## config.mk

```make
export PLATFORM = sky130hd
export DESIGN_NAME = viewport_pan_zoom_clamp
export DESIGN_NICKNAME = d
export VERILOG_FILES = /design/src/sv/vpz_pkg.sv /design/src/sv/vpz_div.sv /design/src/sv/viewport_pan_zoom_clamp.sv
export SDC_FILE = /design/constraint.sdc
export NUM_CORES = 1
export LEC_CHECK = 0
export BUFFER_PORTS_ARGS = -buffer_cell sky130_fd_sc_hd__buf_2
export CAP_MARGIN = 20
export CORE_MARGIN = 2
export CORE_UTILIZATION = 54
export CTS_BUF_LIST = sky130_fd_sc_hd__clkbuf_8
export CTS_CLUSTER_DIAMETER = 60
export DETAILED_ROUTE_END_ITERATION = 16
export GPL_ROUTABILITY_DRIVEN = 0
export PLACE_DENSITY_LB_ADDON = 0.08
export SLEW_MARGIN = 20
export SYNTH_ARGS = -nofsm -noshare
export SYNTH_HDL_FRONTEND = slang
export SYNTH_SLANG_ARGS = --single-unit
```

## constraint.sdc

```tcl
create_clock -name clk -period 13.5 [get_ports clk]
set_input_delay 2.7 -clock clk [delete_from_list [all_inputs] [get_ports clk]]
set_output_delay 2.7 -clock clk [all_outputs]
set_load 0.03 [all_outputs]
```

## src/sv/vpz_pkg.sv

```systemverilog
// ----------------------------------------------------------------------------
// vpz_pkg: shared types and constants for the viewport pan/zoom/clamp block
// Widths, event and register codes, controller states, the divider request
// and response bundles, and the constant scale-by-100 helper.
// ----------------------------------------------------------------------------
package vpz_pkg;

  // Field widths
  localparam int unsigned SCENE_W  = 14;
  localparam int unsigned SCREEN_W = 12;
  localparam int unsigned SCROLL_W = 11;
  localparam int unsigned STEP_W   = 8;
  localparam int unsigned SCALE_W  = 9;

  // Stream payload widths (padded to whole bytes)
  localparam int unsigned IN_DATA_W  = 64;
  localparam int unsigned OUT_DATA_W = 72;
  localparam int unsigned OUT_PAD_W  = OUT_DATA_W - (4 * SCENE_W + SCALE_W + 1);

  // Divider operand widths: screen*100 over a 9-bit scale
  localparam int unsigned DIVIDEND_W = SCREEN_W + 7;
  localparam int unsigned DIVISOR_W  = SCALE_W;
  localparam int unsigned DIV_CNT_W  = $clog2(DIVIDEND_W);

  // Zoom window limits, in hundredths
  localparam int unsigned SCALE_LOW  = 50;
  localparam int unsigned SCALE_HIGH = 300;

  // Register reset values
  localparam logic [SCENE_W-1:0]  SCENE_RST    = 14'd16383;
  localparam logic [SCREEN_W-1:0] SCREEN_W_RST = 12'd640;
  localparam logic [SCREEN_W-1:0] SCREEN_H_RST = 12'd480;
  localparam logic [SCENE_W-1:0]  SIZE_RST     = 14'd50;
  localparam logic [SCALE_W-1:0]  SCALE_RST    = 9'd100;

  typedef enum logic [1:0] {
    MODE_SCROLL       = 2'd0,
    MODE_ZOOM         = 2'd1,
    MODE_FOCUS        = 2'd2,
    MODE_FOCUS_BOTTOM = 2'd3
  } vpz_mode_t;

  typedef enum logic [1:0] {
    CFG_SCENE_WIDTH   = 2'd0,
    CFG_SCENE_HEIGHT  = 2'd1,
    CFG_SCREEN_WIDTH  = 2'd2,
    CFG_SCREEN_HEIGHT = 2'd3
  } vpz_cfg_idx_t;

  typedef enum logic [3:0] {
    ST_IDLE = 4'b0001,
    ST_DIVW = 4'b0010,
    ST_DIVH = 4'b0100,
    ST_EXEC = 4'b1000
  } vpz_state_t;

  typedef struct packed {
    logic                  start;
    logic [DIVIDEND_W-1:0] dividend;
    logic [DIVISOR_W-1:0]  divisor;
  } vpz_div_req_t;

  typedef struct packed {
    logic                  done;
    logic [DIVIDEND_W-1:0] quotient;
  } vpz_div_rsp_t;

  // x*100 as x*64 + x*32 + x*4
  function automatic logic [DIVIDEND_W-1:0] times100(input logic [SCREEN_W-1:0] x);
    logic [DIVIDEND_W-1:0] xe;
    xe = DIVIDEND_W'(x);
    return (xe << 6) + (xe << 5) + (xe << 2);
  endfunction

endpackage

```

## src/sv/vpz_div.sv

```systemverilog
// ----------------------------------------------------------------------------
// vpz_div: serial restoring divider
// One quotient bit per cycle; done pulses for a single cycle when the last bit is registered in the quotient.
// ----------------------------------------------------------------------------
module vpz_div import vpz_pkg::*; (
  input  logic         clk,
  input  logic         rst_n,
  input  vpz_div_req_t req,
  output vpz_div_rsp_t rsp
);

  localparam logic [DIV_CNT_W-1:0] CNT_LAST = DIV_CNT_W'(DIVIDEND_W - 1);

  logic                  busy_r, busy_nxt;
  logic                  done_r, done_nxt;
  logic [DIV_CNT_W-1:0]  cnt_r, cnt_nxt;
  logic [DIVISOR_W-1:0]  rem_r, rem_nxt;
  logic [DIVISOR_W-1:0]  dsr_r, dsr_nxt;
  logic [DIVIDEND_W-1:0] quo_r, quo_nxt;

  logic [DIVISOR_W:0]    shifted;
  logic [DIVISOR_W+1:0]  diff;
  logic                  fits;

  // Trial subtract of the divisor from the shifted partial remainder
  assign shifted = {rem_r, quo_r[DIVIDEND_W-1]};
  assign diff    = {1'b0, shifted} - {2'b00, dsr_r};
  assign fits    = ~diff[DIVISOR_W+1];

  always_comb begin
    busy_nxt = busy_r;
    done_nxt = 1'b0;
    cnt_nxt  = cnt_r;
    rem_nxt  = rem_r;
    dsr_nxt  = dsr_r;
    quo_nxt  = quo_r;
    if (req.start) begin
      busy_nxt = 1'b1;
      cnt_nxt  = '0;
      rem_nxt  = '0;
      dsr_nxt  = req.divisor;
      quo_nxt  = req.dividend;
    end else if (busy_r) begin
      rem_nxt = fits ? diff[DIVISOR_W-1:0] : shifted[DIVISOR_W-1:0];
      quo_nxt = {quo_r[DIVIDEND_W-2:0], fits};
      cnt_nxt = cnt_r + 1'b1;
      if (cnt_r == CNT_LAST) begin
        busy_nxt = 1'b0;
        done_nxt = 1'b1;
      end
    end
  end

  // Control state
  always_ff @(posedge clk) begin
    if (!rst_n) begin
      busy_r <= 1'b0;
      done_r <= 1'b0;
      cnt_r  <= '0;
    end else begin
      busy_r <= busy_nxt;
      done_r <= done_nxt;
      cnt_r  <= cnt_nxt;
    end
  end

  // Datapath
  always_ff @(posedge clk) begin
    rem_r <= rem_nxt;
    dsr_r <= dsr_nxt;
    quo_r <= quo_nxt;
  end

  assign rsp.done     = done_r;
  assign rsp.quotient = quo_r;

endmodule

```

## src/sv/viewport_pan_zoom_clamp.sv

```systemverilog
// ----------------------------------------------------------------------------
// viewport_pan_zoom_clamp: viewport scroll, zoom and focus controller
// Keeps a viewport rectangle and zoom scale over a configured scene and
// returns the viewport after each event on a registered result stream.
// ----------------------------------------------------------------------------
// Sequence: scroll and focus events, and zoom events out of range, go straight to the
//   update state; zoom events in range first run two 19-bit serial divisions (width,
//   then height) on the one shared divider. The update waits for a free result register.
// Each event is finished before the next one is taken.
// Reset (rst_n low, synchronous): viewport 0,0 50x50, scale 100, scene
//   16383x16383, screen 640x480; result stream empty.
module viewport_pan_zoom_clamp import vpz_pkg::*; (
  input  logic                  clk,
  input  logic                  rst_n,
  // config write channel
  input  logic                  cfg_valid,
  output logic                  cfg_ready,
  input  logic [1:0]            cfg_index,
  input  logic [SCENE_W-1:0]    cfg_data,
  // event requests
  input  logic                  in_tvalid,
  output logic                  in_tready,
  input  logic [IN_DATA_W-1:0]  in_tdata,   // scroll_dx[10:0], scroll_dy[21:11],
                                            // zoom_step[29:22], focus_width[43:30],
                                            // focus_height[57:44], zero pad
  input  logic [1:0]            in_tuser,   // mode[1:0]
  // results
  output logic                  out_tvalid,
  input  logic                  out_tready,
  output logic [OUT_DATA_W-1:0] out_tdata   // view_x[13:0], view_y[27:14],
                                            // view_w[41:28], view_h[55:42],
                                            // scale_pct[64:56], changed[65], zero pad
);

  vpz_state_t state_r, state_nxt;

  // Configuration and viewport state
  logic [SCENE_W-1:0]  scene_w_r, scene_h_r;
  logic [SCREEN_W-1:0] screen_w_r, screen_h_r;
  logic [SCENE_W-1:0]  pos_x_r, pos_y_r, size_w_r, size_h_r;
  logic [SCALE_W-1:0]  scale_r;

  // Captured request
  vpz_mode_t                  mode_r;
  logic signed [SCROLL_W-1:0] dx_r, dy_r;
  logic [SCENE_W-1:0]         fw_r, fh_r;
  logic                       zoom_ok_r;
  logic [SCALE_W-1:0]         next_scale_r;
  logic [SCENE_W-1:0]         nw_r, nh_r;

  // Result register
  logic                  out_tvalid_r;
  logic [OUT_DATA_W-1:0] out_tdata_r;
  logic                  out_free;

  vpz_div_req_t div_req;
  vpz_div_rsp_t div_rsp;

  logic                      in_acc;
  vpz_mode_t                 in_mode;
  logic [STEP_W-1:0]         in_step;
  logic signed [SCALE_W+1:0] next_in;
  logic                      zoom_in_ok;

  assign cfg_ready = 1'b1;
  assign in_tready = (state_r == ST_IDLE);
  assign in_acc    = in_tvalid && in_tready;
  assign in_mode   = vpz_mode_t'(in_tuser);
  assign in_step   = in_tdata[29:22];
  assign out_free  = !out_tvalid_r || out_tready;

  // Zoom range check on the incoming step
  assign next_in    = $signed({2'b00, scale_r}) + $signed({{3{in_step[STEP_W-1]}}, in_step});
  assign zoom_in_ok = (next_in > $signed((SCALE_W+2)'(SCALE_LOW)))
                   && (next_in <= $signed((SCALE_W+2)'(SCALE_HIGH)));

  // Shared divider: width quotient first, then height
  always_comb begin
    div_req.start    = 1'b0;
    div_req.dividend = times100(screen_w_r);
    div_req.divisor  = next_in[SCALE_W-1:0];
    case (state_r)
      ST_IDLE: begin
        div_req.start = in_acc && (in_mode == MODE_ZOOM) && zoom_in_ok;
      end
      ST_DIVW: begin
        div_req.start    = div_rsp.done;
        div_req.dividend = times100(screen_h_r);
        div_req.divisor  = next_scale_r;
      end
      default: begin
        div_req.start = 1'b0;
      end
    endcase
  end

  vpz_div u_div (
    .clk   (clk),
    .rst_n (rst_n),
    .req   (div_req),
    .rsp   (div_rsp)
  );

  // Sequencer
  always_comb begin
    state_nxt = state_r;
    case (state_r)
      ST_IDLE: begin
        if (in_acc) begin
          state_nxt = div_req.start ? ST_DIVW : ST_EXEC;
        end
      end
      ST_DIVW: begin
        if (div_rsp.done) state_nxt = ST_DIVH;
      end
      ST_DIVH: begin
        if (div_rsp.done) state_nxt = ST_EXEC;
      end
      ST_EXEC: begin
        if (out_free) state_nxt = ST_IDLE;
      end
      default: begin
        state_nxt = ST_IDLE;
      end
    endcase
  end

  // Scroll: each axis moves only if it stays strictly inside the scene
  logic signed [SCENE_W+2:0] sx, sy, sx_end, sy_end;
  logic                      sx_ok, sy_ok;

  assign sx     = $signed({3'b000, pos_x_r}) + $signed({{6{dx_r[SCROLL_W-1]}}, dx_r});
  assign sy     = $signed({3'b000, pos_y_r}) + $signed({{6{dy_r[SCROLL_W-1]}}, dy_r});
  assign sx_end = sx + $signed({3'b000, size_w_r});
  assign sy_end = sy + $signed({3'b000, size_h_r});
  assign sx_ok  = (sx > 0) && (sx_end < $signed({3'b000, scene_w_r}));
  assign sy_ok  = (sy > 0) && (sy_end < $signed({3'b000, scene_h_r}));

  // Zoom: pull the origin back when the new window runs past an edge
  logic [SCENE_W:0]   zx_end, zy_end;
  logic               zx_over, zy_over, zoom_fail;
  logic [SCENE_W-1:0] zx, zy;

  assign zx_end    = {1'b0, pos_x_r} + {1'b0, nw_r};
  assign zy_end    = {1'b0, pos_y_r} + {1'b0, nh_r};
  assign zx_over   = zx_end > {1'b0, scene_w_r};
  assign zy_over   = zy_end > {1'b0, scene_h_r};
  assign zx        = zx_over ? (scene_w_r - nw_r) : pos_x_r;
  assign zy        = zy_over ? (scene_h_r - nh_r) : pos_y_r;
  assign zoom_fail = !zoom_ok_r || (zx_over && (nw_r > scene_w_r))
                                || (zy_over && (nh_r > scene_h_r));

  // Focus: center on the target, or center at its bottom
  logic [SCENE_W-1:0] fdx, fdy, fx, fy;

  assign fdx = fw_r - size_w_r;
  assign fdy = fh_r - size_h_r;
  assign fx  = (fw_r > size_w_r) ? (fdx >> 1) : '0;
  always_comb begin
    if (fh_r > size_h_r) begin
      fy = (mode_r == MODE_FOCUS_BOTTOM) ? fdy : (fdy >> 1);
    end else begin
      fy = '0;
    end
  end

  // Next viewport by event kind
  logic [SCENE_W-1:0] pos_x_nxt, pos_y_nxt, size_w_nxt, size_h_nxt;
  logic [SCALE_W-1:0] scale_nxt;
  logic               changed;

  always_comb begin
    pos_x_nxt  = pos_x_r;
    pos_y_nxt  = pos_y_r;
    size_w_nxt = size_w_r;
    size_h_nxt = size_h_r;
    scale_nxt  = scale_r;
    case (mode_r)
      MODE_SCROLL: begin
        if (sx_ok) pos_x_nxt = sx[SCENE_W-1:0];
        if (sy_ok) pos_y_nxt = sy[SCENE_W-1:0];
      end
      MODE_ZOOM: begin
        if (!zoom_fail) begin
          pos_x_nxt  = zx;
          pos_y_nxt  = zy;
          size_w_nxt = nw_r;
          size_h_nxt = nh_r;
          scale_nxt  = next_scale_r;
        end
      end
      MODE_FOCUS, MODE_FOCUS_BOTTOM: begin
        pos_x_nxt = fx;
        pos_y_nxt = fy;
      end
      default: begin
        pos_x_nxt = pos_x_r;
      end
    endcase
  end

  assign changed = (pos_x_nxt != pos_x_r) || (pos_y_nxt != pos_y_r)
                || (size_w_nxt != size_w_r) || (size_h_nxt != size_h_r)
                || (scale_nxt != scale_r);

  // Control, configuration and viewport state
  always_ff @(posedge clk) begin
    if (!rst_n) begin
      state_r      <= ST_IDLE;
      scene_w_r    <= SCENE_RST;
      scene_h_r    <= SCENE_RST;
      screen_w_r   <= SCREEN_W_RST;
      screen_h_r   <= SCREEN_H_RST;
      pos_x_r      <= '0;
      pos_y_r      <= '0;
      size_w_r     <= SIZE_RST;
      size_h_r     <= SIZE_RST;
      scale_r      <= SCALE_RST;
      out_tvalid_r <= 1'b0;
    end else begin
      state_r <= state_nxt;
      if (cfg_valid && cfg_ready) begin
        case (vpz_cfg_idx_t'(cfg_index))
          CFG_SCENE_WIDTH:   scene_w_r  <= cfg_data;
          CFG_SCENE_HEIGHT:  scene_h_r  <= cfg_data;
          CFG_SCREEN_WIDTH:  screen_w_r <= cfg_data[SCREEN_W-1:0];
          CFG_SCREEN_HEIGHT: screen_h_r <= cfg_data[SCREEN_W-1:0];
          default:           scene_w_r  <= scene_w_r;
        endcase
      end
      if (state_r == ST_EXEC && out_free) begin
        pos_x_r      <= pos_x_nxt;
        pos_y_r      <= pos_y_nxt;
        size_w_r     <= size_w_nxt;
        size_h_r     <= size_h_nxt;
        scale_r      <= scale_nxt;
        out_tvalid_r <= 1'b1;
      end else if (out_tready) begin
        out_tvalid_r <= 1'b0;
      end
    end
  end

  // Request capture, quotients and result payload
  always_ff @(posedge clk) begin
    if (in_acc) begin
      mode_r       <= in_mode;
      dx_r         <= in_tdata[10:0];
      dy_r         <= in_tdata[21:11];
      fw_r         <= in_tdata[43:30];
      fh_r         <= in_tdata[57:44];
      zoom_ok_r    <= zoom_in_ok;
      next_scale_r <= next_in[SCALE_W-1:0];
    end
    if (state_r == ST_DIVW && div_rsp.done) nw_r <= div_rsp.quotient[SCENE_W-1:0];
    if (state_r == ST_DIVH && div_rsp.done) nh_r <= div_rsp.quotient[SCENE_W-1:0];
    if (state_r == ST_EXEC && out_free) begin
      out_tdata_r <= {{OUT_PAD_W{1'b0}}, changed, scale_nxt,
                      size_h_nxt, size_w_nxt, pos_y_nxt, pos_x_nxt};
    end
  end

  assign out_tvalid = out_tvalid_r;
  assign out_tdata  = out_tdata_r;

endmodule

```

Yosys cells after proc, flatten, opt, wreduce, memory -nomap -nowiden. Index checks and enable logic that the tools add are counted.

Flip-flop bits (word level): 322. Latch bits: 0. Memory bits (writable): 0. Bits in read-only memories: 0. Input port bits: 87. Output and inout bits: 75. Word-level logic and storage cells: 146. Memories: 0.

Add/subtract/negate cells: 17. $mul: 0. Divide/modulo/power cells: 0. Order comparisons: 12. Eq/ne operators: 21. Shift operators: 0. Muxes and demuxes: 34. Bitwise logic cells: 3. Reduce and logical (&&, ||, !) cells: 32.

Operator list (number): $mux W14 (12); $pmux W14 S3 (2); $gt A14 B14 Y1 (4); $ne A14 B14 Y1 (4); $sub A14 B14 Y14 (4); $add A18 B17 Y19 (2); $add A19 B14 Y19 (2); $mux W19 (2); $add A16 B15 Y17 (2); $lt A17 B15 Y1 (2); $add A15 B11 Y16 (2); $gt A16 B1 Y1 const B (2); $add A14 B14 Y15 (2); $gt A15 B14 Y1 (2); $mux W28 (1); $mux W9 (3); $mux W4 (5); $pmux W4 S4 (1); $mux W13 (1); $add A10 B8 Y11 (1); $gt A11 B7 Y1 const B (1); $le A11 B10 Y1 const B (1); $logic_and A1 B1 Y1 (11); $sub A10 B9 Y11 (1); 22 further kinds (49).

Logic depth before layout (Yosys ltp).
Depth after elaboration: 12. Depth in mapped cells: 29. Depth with buffers taken out: 28.

By module. Synthesis repeated with hierarchy kept, for this count alone.

Cell total of the unflattened synthesis: 2877. Area, all modules: 25378.1 µm².

By module, submodules not included: viewport_pan_zoom_clamp (times used 1, cells an instance 2684, area each 23069.6 µm², sequential area each 7126.8 µm²); vpz_div (times used 1, cells an instance 193, area each 2308.5 µm², sequential area each 1161.1 µm²).

Worst setup path after synthesis. OpenSTA, ideal clock, no wires.

Kind: input to register. Start point: input port in_tdata[22]. End point: register u_div.quo_r[0], enable pin. Setup time: 0.343 ns. Arrival time: 5.970 ns. Required time: 13.157 ns. Slack: 7.187 ns. Cell stages on the path: 16. Buffers on the path: 1. Cell sequence: ha_1 > inv_1 > fa_1 > nor2b_1 > o21ai_0 > a21boi_0 > o21ai_0 > a21boi_0 > o21a_1 > nor3_1 > or2_2 > a221oi_1 > nand4b_1 > nand2_1 > clkbuf_1 > or2_2.

Longest elaborated chain between the ends: 6. Elaborated cells on any way between the ends: 7. Those cells by class: add/sub: 1; order compare: 2; mux: 1; reduce/logical: 3.

RTL lines: from (decl) (line viewport_pan_zoom_clamp.sv:23) `input logic [IN_DATA_W-1:0] in_tdata,`; $add A10 B8 Y11 * (line viewport_pan_zoom_clamp.sv:73) `assign next_in = $signed({2'b00, scale_r}) + $signed({{3{in_step[STEP_W-1]}}, in_step});`; named net next_in[8] (line viewport_pan_zoom_clamp.sv:62) `logic signed [SCALE_W+1:0] next_in;`; $gt A11 B7 Y1 or $le A11 B10 Y1 (tied branches) (line viewport_pan_zoom_clamp.sv:74, viewport_pan_zoom_clamp.sv:75); $logic_and A1 B1 Y1 * (line viewport_pan_zoom_clamp.sv:75) `&& (next_in <= $signed((SCALE_W+2)'(SCALE_HIGH)));`; named net zoom_in_ok (line viewport_pan_zoom_clamp.sv:63) `logic zoom_in_ok;`; $logic_and A1 B1 Y1 * (line viewport_pan_zoom_clamp.sv:84) `div_req.start = in_acc && (in_mode == MODE_ZOOM) && zoom_in_ok;`; $pmux W1 S2 * (line viewport_pan_zoom_clamp.sv:82) `case (state_r)`; $reduce_bool A2 Y1 (no line) *; to (signal assigned) (line vpz_div.sv:71) `quo_r <= quo_nxt;`; to (decl) (line vpz_div.sv:19) `logic [DIVIDEND_W-1:0] quo_r, quo_nxt;`.

Mark *: on every way through the listed nets, which the timed path passes. The rest lies on a longest branch. A chain may end at the register's enable or synchronous reset.

Worst setup path in the final report.
Start point: register pos_y_r[0]. End point: register pos_y_r[12].

Longest elaborated chain between the ends: 6. Elaborated cells on any way between the ends: 13. Those cells by class: add/sub: 3; order compare: 3; mux: 4; reduce/logical: 3.

RTL lines: from (decl) (line viewport_pan_zoom_clamp.sv:40) `logic [SCENE_W-1:0] pos_x_r, pos_y_r, size_w_r, size_h_r;`; from (signal assigned) (line viewport_pan_zoom_clamp.sv:233) `pos_y_r <= pos_y_nxt;`; $add A15 B11 Y16 or $add A14 B14 Y15 (tied branches) (line viewport_pan_zoom_clamp.sv:133, viewport_pan_zoom_clamp.sv:145); $add A16 B15 Y17 or $gt A15 B14 Y1 (tied branches) (line viewport_pan_zoom_clamp.sv:135, viewport_pan_zoom_clamp.sv:147); $lt A17 B15 Y1 or $logic_and A1 B1 Y1 (tied branches) (line viewport_pan_zoom_clamp.sv:137, viewport_pan_zoom_clamp.sv:151); $logic_and A1 B1 Y1 or $logic_or A1 B1 Y1 (tied branches) (line viewport_pan_zoom_clamp.sv:137, viewport_pan_zoom_clamp.sv:151); $mux W14 (on tied branches) (line viewport_pan_zoom_clamp.sv:181, viewport_pan_zoom_clamp.sv:184); $pmux W14 S3 * (line viewport_pan_zoom_clamp.sv:178) `case (mode_r)`; named net pos_y_nxt[12] (line viewport_pan_zoom_clamp.sv:168) `logic [SCENE_W-1:0] pos_x_nxt, pos_y_nxt, size_w_nxt, size_h_nxt;`.

Marks and branches as above.

==> impl_metrics.toml <==
[status]
status = "finished, final reports clean"

[yosys]
syn-cell-area_sq_mm = 0.02453
syn_inst = 2760
synth_edf_count = 184
synth_compound_area_frac = 0.2267
synthArstFlopShare = 0
ys_seq_area_frac = 0.3379
synth_ff_type = "edfxtp_1"
synth_top_family_by_area = "compound AO/OA/AOI/OAI gates"
synth_simple_gate_area_frac = 0.1475
avgSynthCellArea_sq_um = 8.888
synth_top_cell_by_area = "edfxtp_1"
yosys-top-cells-area = "edfxtp_1 (23%), ha_1 (13%), dfxtp_1 (11%)"
synth_xor_area_frac = 0.05493
synth_cell_type_count = 93
synthAdderAreaFrac = 0.1545
synth_top_area_share = 0.2252
ys_ff_latch = 322
ys_warn_count = 0
synth_mux_area_frac = 0.02647

[critical_path]
worstPathRequired_ps = 14070
cpMaxStageDelayCell = "xor2_1"
critPathMaxStageDelay_ps = 740
worstSetupEndpoint = "pos_y_r[12]$_SDFFE_PN0P_"
reg2reg_from = "pos_y_r[0]$_SDFFE_PN0P_"
cp.depth = 27
cp_num_buf_inv = 3
crit_top_cell = "ha_1"
worstPathArrival_ps = 8520
critPathLaunch = "pos_y_r[0]$_SDFFE_PN0P_"
crit_family = "compound AO/OA/AOI/OAI gates"
critPathCaptureType = "register"
r2r_slack_ps = 5550
startpoint_type = "register"
r2r_end = "pos_y_r[12]$_SDFFE_PN0P_"
ff2ff_path_depth = 27
critPathKind = "register to register"
crit_fanout = 20

[cts]
clkSinkCount = 322
clk_latency_ps = 700
h-tree-depth = 2
post-cts-setup-buffers = 0
clk_path_buf_depth = 3
clk_pin_slew_worst_paths_ps = 60
cts-resized-gates = 0
tritoncts = "built"
holdBufCountCts = 0
cts-root-buf = "clkbuf_8"
cts_buffers = 56

[drt]
wl_um = 80220
drt_iter0_drc = 2635
drc = 0
wire_per_inst_um = 22.69
via_per_inst = 6.323
dr.pass1.iters = 6
ant_nets = 0
vias = 22350

[sta]
period_needed_ps = 7946
rsz0062_at_grt = "no"
tightest_slew_ps = 1104
setup_viol = 0
clock.fmax_mhz = 125.8
slew-limit-headroom = 0.2544
skew_ps = 41.42
hold_violations = 0
timing.final.crit_share = 0.5886
tns_ps = 0
hold_slack_ps = 487.1
drv_slew = 0

[layout]
area_growth_pct = 10.05
nFillCells = 3962
final_net_count = 3258
drive_above_1_share = 0.1084
stdcell_area_sq_mm = 0.02700

[place]
dpl_cell_area_sq_mm = 0.02579
io_buffer_count = 148
dp_hpwl_um = 61770

[global_routing]
grt_overflow = 0
grt_max_degree = 67
grt_pass1_wl_um = 122000
track_usage = 0.3372
grt_pass1_vias = 21150
antenna_found_initial = 2

[pwr]
power_density_mw_per_mm2 = 117.0
power.leakage_nw = 11.47
vdd_drop_max_mv = 0.1496

[floorplan]
io_pins = 162
rows = 78
die-area_sq_mm = 0.04715
die_w_um = 217.1
initial_utilization = 0.5441
die_h_um = 217.1
coreArea_sq_mm = 0.04509

[job]
maxCapViolCount = 0

[min_path]
hp-class = "register to register"
sequential cells by signal, summed over array words and instances, names as in the netlist, 11 cells and up:
signal       cells
size_h_r        14
pos_x_r         14
dy_r            11
fh_r            14
u_div.quo_r     19
fw_r            14
pos_y_r         14
dx_r            11
scene_h_r       14
nw_r            14
screen_w_r      12
screen_h_r      12
size_w_r        14
nh_r            14
scene_w_r       14
out_tdata       66
cell usage after synthesis (50+ instances only):
| library cell | n |
|---|---|
| xor2_1 | 57 |
| dfxtp_1 | 138 |
| nor3_1 | 58 |
| clkbuf_1 | 85 |
| nand2_1 | 304 |
| nor2_1 | 184 |
| a21oi_1 | 192 |
| o211ai_1 | 56 |
| ha_1 | 255 |
| a211oi_1 | 65 |
| xnor2_1 | 95 |
| o21ai_0 | 160 |
| inv_1 | 225 |
| edfxtp_1 | 184 |
| a21o_1 | 50 |
cell usage in the layout, fill, tap and decap left out, types with 11 or more instances in the layout:
cell type and n:
a21boi_0 15, mux2_2 31, a22oi_1 12, fa_1 30, o211ai_1 56, a221oi_1 21
buf_2 148, ha_1 255, o22ai_1 23, o31a_1 11, nand4_1 30, xnor2_1 95
o31ai_1 13, a211o_1 13, nand2_1 303, o21ai_0 160, dfxtp_1 138, a31oi_1 23
nor4_1 16, a21oi_1 192, nor2b_1 22, xor2_1 57, a2111oi_0 13, a211oi_1 65
mux2i_1 30, edfxtp_1 184, nand2b_1 36, o21bai_1 22, or3_1 19, buf_4 18
clkbuf_8 68, inv_1 241, nor2_1 183, and3_1 15, o21a_1 38, a21o_1 50
nor3_1 58, nand3_1 35, or4_1 11
worst register-to-register path, delay by kind of cell, from the launching register on:
family          cells  cell delay [ps]
compound gates     12             2930
xor+xnor            2              990
fa+ha+maj           4             1480
buf+inv             3              540
flops               1              650
mux                 1              260
simple gates        5              980
per-layer routing:
| metal | global-route usage | vias up | wire [um] |
|---|---|---|---|
| met5 | 0 | - | 0 |
| met4 | 0.1763 | 0 | 4550 |
| met2 | 0.5260 | 1105 | 35410 |
| met1 | 0.4488 | 10570 | 33140 |
| met3 | 0.05884 | 268 | 7117 |
| li1 | - | 10410 | - |
stage by stage:
step	instances	setup WS [ps]	power, mW	util
final	3535	5554	3.159	0.5988
after global routing	3534	5214	3.329	0.5987
after CTS	3534	5881	3.150	0.5987
after detailed placement	3428	5911	2.185	0.5720
after global placement	3428	6131	2.159	0.5720
after floorplan	2765	7187	1.909	-
logic make-up (layout without fill, tap and decap cells):
family,Yosys count,count (layout)
buf+inv,329,498
xor+xnor,153,153
mux,61,61
flops,322,322
other cells,2,8
fa+ha+maj,285,285
simple gates,779,779
compound gates,829,829
worst min-delay path by stage:
stage / start / to / slack (ps) / depth (start not counted)
floorplan: u_div.quo_r[0]$_SDFFCE_PP0P_ / nh_r[0]$_DFFE_PP_ / 440 / 0
global placement: u_div.quo_r[2]$_DFFE_PP_ / nh_r[2]$_DFFE_PP_ / 470 / 0
detailed placement: u_div.quo_r[4]$_DFFE_PP_ / nw_r[4]$_DFFE_PP_ / 470 / 0
CTS: u_div.quo_r[4]$_DFFE_PP_ / nh_r[4]$_DFFE_PP_ / 490 / 0
global route: u_div.quo_r[4]$_DFFE_PP_ / nh_r[4]$_DFFE_PP_ / 520 / 0
finish: u_div.quo_r[4]$_DFFE_PP_ / nh_r[4]$_DFFE_PP_ / 490 / 0
final cells by class:
class	count	area, sq um	area share
antenna	1	2.502	0.00009269
clock buffer	68	935.9	0.03467
clock inverter	38	267.8	0.009918
tap	600	750.7	0.02781
inverter	226	850.8	0.03152
multi-input combinational	2114	15030	0.5566
timing repair buffer	166	875.8	0.03244
sequential	322	8288	0.3070
power by group:
group          internal [mW]  switching [mW]  total (mW)
Combinational          0.387           0.629        1.02
Sequential              1.12          0.0670        1.19
Clock                  0.519           0.439       0.958
No activity file was read; power rests on OpenSTA's default activity.
